**src/rtl/core/lvnt_pkg.sv**
```systemverilog
// ----------------------------------------------------------------------------
// lvnt_pkg: shared types and codes for the local value number table
// Action codes, register indexes, controller states and the flag group
// that travels with a search request down the cell chain.
// ----------------------------------------------------------------------------
`default_nettype none

package lvnt_pkg;

    localparam int OPCODE_WIDTH = 8;
    localparam int ACTION_WIDTH = 2;
    localparam int CFG_IDX_WIDTH = 2;
    localparam int CFG_DATA_WIDTH = 8;

    typedef enum logic [ACTION_WIDTH-1:0] {
        ACT_INSN       = 2'd0,
        ACT_INSN_CLEAR = 2'd1,
        ACT_CLEAR      = 2'd2,
        ACT_RESERVED   = 2'd3
    } lvnt_action_t;

    typedef enum logic [CFG_IDX_WIDTH-1:0] {
        CFG_BINOP_LOW  = 2'd0,
        CFG_BINOP_HIGH = 2'd1,
        CFG_MOVE_OP    = 2'd2,
        CFG_UNUSED     = 2'd3
    } lvnt_cfg_idx_t;

    typedef enum logic [1:0] {
        ST_IDLE,
        ST_SEARCH,
        ST_DONE
    } lvnt_state_t;

    // Flags carried with a search request from cell to cell
    typedef struct packed {
        logic live;    // a request occupies this slot
        logic found;   // an earlier cell matched the key
        logic placed;  // the key was stored in an earlier cell
    } lvnt_tok_t;

endpackage

`default_nettype wire

```
**src/rtl/core/lvnt_cell.sv**
```systemverilog
// ----------------------------------------------------------------------------
// lvnt_cell: one table entry of the value number chain
// Holds one key and its value id; compares the passing request, stores it
// at the first free cell, and hands the request on through its output registers.
// ----------------------------------------------------------------------------
`default_nettype none

module lvnt_cell #(
    parameter int ID_WIDTH = 16
) (
    input  wire                                     aclk,
    input  wire                                     aresetn,
    input  wire                                     clear_tbl,
    input  lvnt_pkg::lvnt_tok_t                     tok_in,
    input  wire  [lvnt_pkg::OPCODE_WIDTH-1:0]       op_in,
    input  wire  [ID_WIDTH-1:0]                     a_in,
    input  wire  [ID_WIDTH-1:0]                     b_in,
    input  wire  [ID_WIDTH-1:0]                     d_in,
    input  wire  [ID_WIDTH-1:0]                     val_in,
    output lvnt_pkg::lvnt_tok_t                     tok_out,
    output logic [lvnt_pkg::OPCODE_WIDTH-1:0]       op_out,
    output logic [ID_WIDTH-1:0]                     a_out,
    output logic [ID_WIDTH-1:0]                     b_out,
    output logic [ID_WIDTH-1:0]                     d_out,
    output logic [ID_WIDTH-1:0]                     val_out
);

    logic                               valid_reg;
    logic [lvnt_pkg::OPCODE_WIDTH-1:0]  key_op_reg;
    logic [ID_WIDTH-1:0]                key_a_reg;
    logic [ID_WIDTH-1:0]                key_b_reg;
    logic [ID_WIDTH-1:0]                key_val_reg;

    lvnt_pkg::lvnt_tok_t                tok_reg;
    lvnt_pkg::lvnt_tok_t                tok_next;
    logic [ID_WIDTH-1:0]                val_next;

    logic match;
    logic hit_here;
    logic place_here;

    assign match = valid_reg && (key_op_reg == op_in) && (key_a_reg == a_in)
                   && (key_b_reg == b_in);
    assign hit_here = tok_in.live && !tok_in.found && match;
    // cells fill in order, so the first empty cell reached is the next slot
    assign place_here = tok_in.live && !tok_in.found && !tok_in.placed && !valid_reg;

    always_comb begin
        tok_next.live   = tok_in.live;
        tok_next.found  = tok_in.found | hit_here;
        tok_next.placed = tok_in.placed | place_here;
        val_next        = hit_here ? key_val_reg : val_in;
    end

    always_ff @(posedge aclk) begin
        if (!aresetn) begin
            valid_reg <= 1'b0;
            tok_reg   <= '0;
        end else begin
            tok_reg <= tok_next;
            if (clear_tbl) begin
                valid_reg <= 1'b0;
            end else if (place_here) begin
                valid_reg <= 1'b1;
            end
        end
    end

    always_ff @(posedge aclk) begin
        if (place_here) begin
            key_op_reg  <= op_in;
            key_a_reg   <= a_in;
            key_b_reg   <= b_in;
            key_val_reg <= d_in;
        end
        op_out  <= op_in;
        a_out   <= a_in;
        b_out   <= b_in;
        d_out   <= d_in;
        val_out <= val_next;
    end

    assign tok_out = tok_reg;

endmodule

`default_nettype wire

```
**config.mk**
```make
export PLATFORM = sky130hd
export DESIGN_NAME = lvnt_cell
export DESIGN_NICKNAME = d
export VERILOG_FILES = /design/src/rtl/core/lvnt_pkg.sv /design/src/rtl/core/lvnt_cell.sv
export SDC_FILE = /design/constraint.sdc
export NUM_CORES = 1
export LEC_CHECK = 0
export BUFFER_PORTS_ARGS = -buffer_cell sky130_fd_sc_hd__buf_2
export CORE_MARGIN = 10
export CORE_UTILIZATION = 53
export CTS_BUF_LIST = sky130_fd_sc_hd__clkbuf_2 sky130_fd_sc_hd__clkbuf_4 sky130_fd_sc_hd__clkbuf_8
export CTS_CLUSTER_DIAMETER = 40
export DETAILED_ROUTE_END_ITERATION = 7
export GPL_TIMING_DRIVEN = 0
export PLACE_DENSITY = 0.86
export SLEW_MARGIN = 0
export SYNTH_ARGS = -nofsm -noshare
export SYNTH_HDL_FRONTEND = slang
export SYNTH_SLANG_ARGS = --single-unit
export TNS_END_PERCENT = 5
```
**constraint.sdc**
```tcl
create_clock -name aclk -period 14.3 [get_ports aclk]
set_clock_uncertainty 0.2 [all_clocks]
set_input_delay 2.86 -clock aclk [delete_from_list [all_inputs] [get_ports aclk]]
set_output_delay 2.86 -clock aclk [all_outputs]
set_load 0.01 [all_outputs]
```
==> out/metrics.yaml <==
status: "finished, final reports clean"
synthesis.instances: 213
grt_setup_unrepaired: "false"
layout-area-overhead-vs-synth_pct: 36.4
layout.cells.most_common_list: "152 x sky130_fd_sc_hd__buf_2, 76 x sky130_fd_sc_hd__dfxtp_1, 56 x sky130_fd_sc_hd__edfxtp_1, 40 x sky130_fd_sc_hd__xor2_1, 18 x sky130_fd_sc_hd__clkbuf_8"
transition_time_of_the_tightest_slew_check_pin_ps: 608
post_route_cells_drive_above_1_share_pct: 51.5
post_synth_instance_area_um2: 3900
mostFrequentLayoutCell: "sky130_fd_sc_hd__buf_2"
worst_setup_path_start_kind: "input pin"
ys_types: 17
cts-buffers-inserted: 17
dieArea_um2: 11200
post_layout_nonfiller_instances: 501
detail_route.vias_per_cell: 4.61
grt_util_all_layers_pct: 15.0
totalPowerFinal_uw: 819
io-pin-count: 153
post_dp_cell_area_um2: 4840
drv.max_cap_violation_count: 0
synth_seq_cells: 132
ctsRootBufferMaster: "sky130_fd_sc_hd__clkbuf_8"
initial_util_pct: 54.0
cts_tree: "done"
place.port_buffers: 152
grt_first_pass_wirelength_mm: 13.2
worst_skew_pair.late_latency_ps: 410
power.static_leakage_uw: 0.00229
synth_warnings: 0
yosysSeqAreaShare_pct: 82.2
layout_min_cycle_time_ps: 4750
finalSetupViolCount: 0
post-route-period-util_pct: 33.2
clock_sink_count: 132
path_max_fanout: 10
remaining_drc_errors: 0
placed_cells_incl_taps: 469
grt.overflow.total: 0
initialDrtViolationCount: 74
antenna_cells_inserted: 0
final_max_slew_viol_count: 0
pwr_density_cell_nw_per_um2: 154
grt_pass1_vias: 2622
finalCoreUtilization_pct: 73.7
avgRoutedWirePerCell_um: 16.5
antenna_left: 0
ctsHtreeMaxLevel: 4
final_area_um2: 5320
grt_start_max_net_pins: 17
fillCellCount: 500
drt-pass1-iter-count: 5
postRouteWirelength_mm: 8.29
relative_slew_slack_pct: 59.2
post_cts_hold_buffer_count: 0
placementRows: 31
clkSlewWorstSetupHoldPaths_ps: 80
grt_antenna_before_repair: 0
syn_avg_cell_area_um2: 18.3
setup.worst_path.end_class: "flip-flop"
timing.critical_path.arrival_ps: 4860
irDropWorstVdd_mv: 0.107
clock_path_buffers: 2
core-area_um2: 7210
post_cts.resized_instances: 0
min_path_type: "flip-flop to flip-flop"
gp_congestion: 0.747
timing.setup.critical_path_class: "input pin to flip-flop"
crit_required_ps: 14400
cts_setup_buffers: 0
finish.net_count: 467
fmax_mhz: 210
dieWidth_um: 106
hpwlAfterDp_mm: 6.38
hold_viol: 0
syn-num-nets: 291
setup_tns_ps: 0
detailroute.via_count: 2311
die_height_um: 106
## per-stage QoR
stage | worst slack (ps) | hold slack, ps
floorplan | 6670 | 232
global placement | 4880 | 236
detailed placement | 9060 | 255
CTS | 9510 | 274
global route | 9430 | 288
finish | 9550 | 268
## cells by family (layout without fill, tap and decap cells)
family,after synthesis,in the layout,synth area share (%)
buffers and inverters,1,190,0.289
multiplexers,16,16,4.62
XOR/XNOR,40,40,8.99
AND/OR/NAND/NOR,22,22,3.56
flip-flops,132,132,82.2
AO/OA/AOI/OAI,2,2,0.385
## cell usage after synthesis
master	count	share of area [%]
sky130_fd_sc_hd__xor2_1	40	9.0
sky130_fd_sc_hd__nand2_1	1	0.096
sky130_fd_sc_hd__nor4_1	9	1.4
sky130_fd_sc_hd__nor4_4	1	0.55
sky130_fd_sc_hd__nor3_1	2	0.26
sky130_fd_sc_hd__nand2b_1	1	0.16
sky130_fd_sc_hd__nand4_1	1	0.16
sky130_fd_sc_hd__edfxtp_1	56	43
sky130_fd_sc_hd__nand3_1	2	0.26
sky130_fd_sc_hd__o21a_1	2	0.38
sky130_fd_sc_hd__and2_1	1	0.16
sky130_fd_sc_hd__nor2_1	3	0.29
sky130_fd_sc_hd__buf_6	1	0.29
sky130_fd_sc_hd__nor3b_1	1	0.19
sky130_fd_sc_hd__mux2_1	1	0.29
sky130_fd_sc_hd__mux2_2	15	4.3
sky130_fd_sc_hd__dfxtp_1	76	39
## power by group
part           internal [uW]  switching, uW  total, uW
clock network            215            144        359
registers                409           4.04        413
logic                   21.9           24.9       46.8
## final cells by class
type,count,area (um^2),area share [%]
plain buffers,1,11.3,0.212
clock buffers,18,248,4.66
clock inverters,14,224,4.21
multi-input cells,80,689,13.0
flip-flops and latches,132,3200,60.2
well taps,99,124,2.33
repair buffers,157,817,15.4
## layer usage
metal	vias to the layer above	share of wire (%)	global-route usage, %
li1	1113	-	-
met1	1088	37	14.6
met2	97	52	26.4
met3	13	9.3	7.31
met4	0	1.7	6.38
met5	-	0	0
## path summary, 6_finish.rpt
path,start,end,slack [ps],cells after the start
setup / recovery,b_in[8],val_out[14],9550,7
hold / removal,key_val_reg[7],val_out[7],270,1
setup reg to reg,key_b_reg[8],val_out[14],11730,6
hold reg to reg,key_val_reg[7],val_out[7],270,1
## worst max-delay path, cell delays in order
cell and delay, ps:
sky130_fd_sc_hd__buf_2 120, sky130_fd_sc_hd__xor2_1 160, sky130_fd_sc_hd__nor4_1 330, sky130_fd_sc_hd__nand3_1 180, sky130_fd_sc_hd__nor4_4 600, sky130_fd_sc_hd__buf_6 240
sky130_fd_sc_hd__mux2_2 360
No activity file was read; power rests on OpenSTA's default activity.
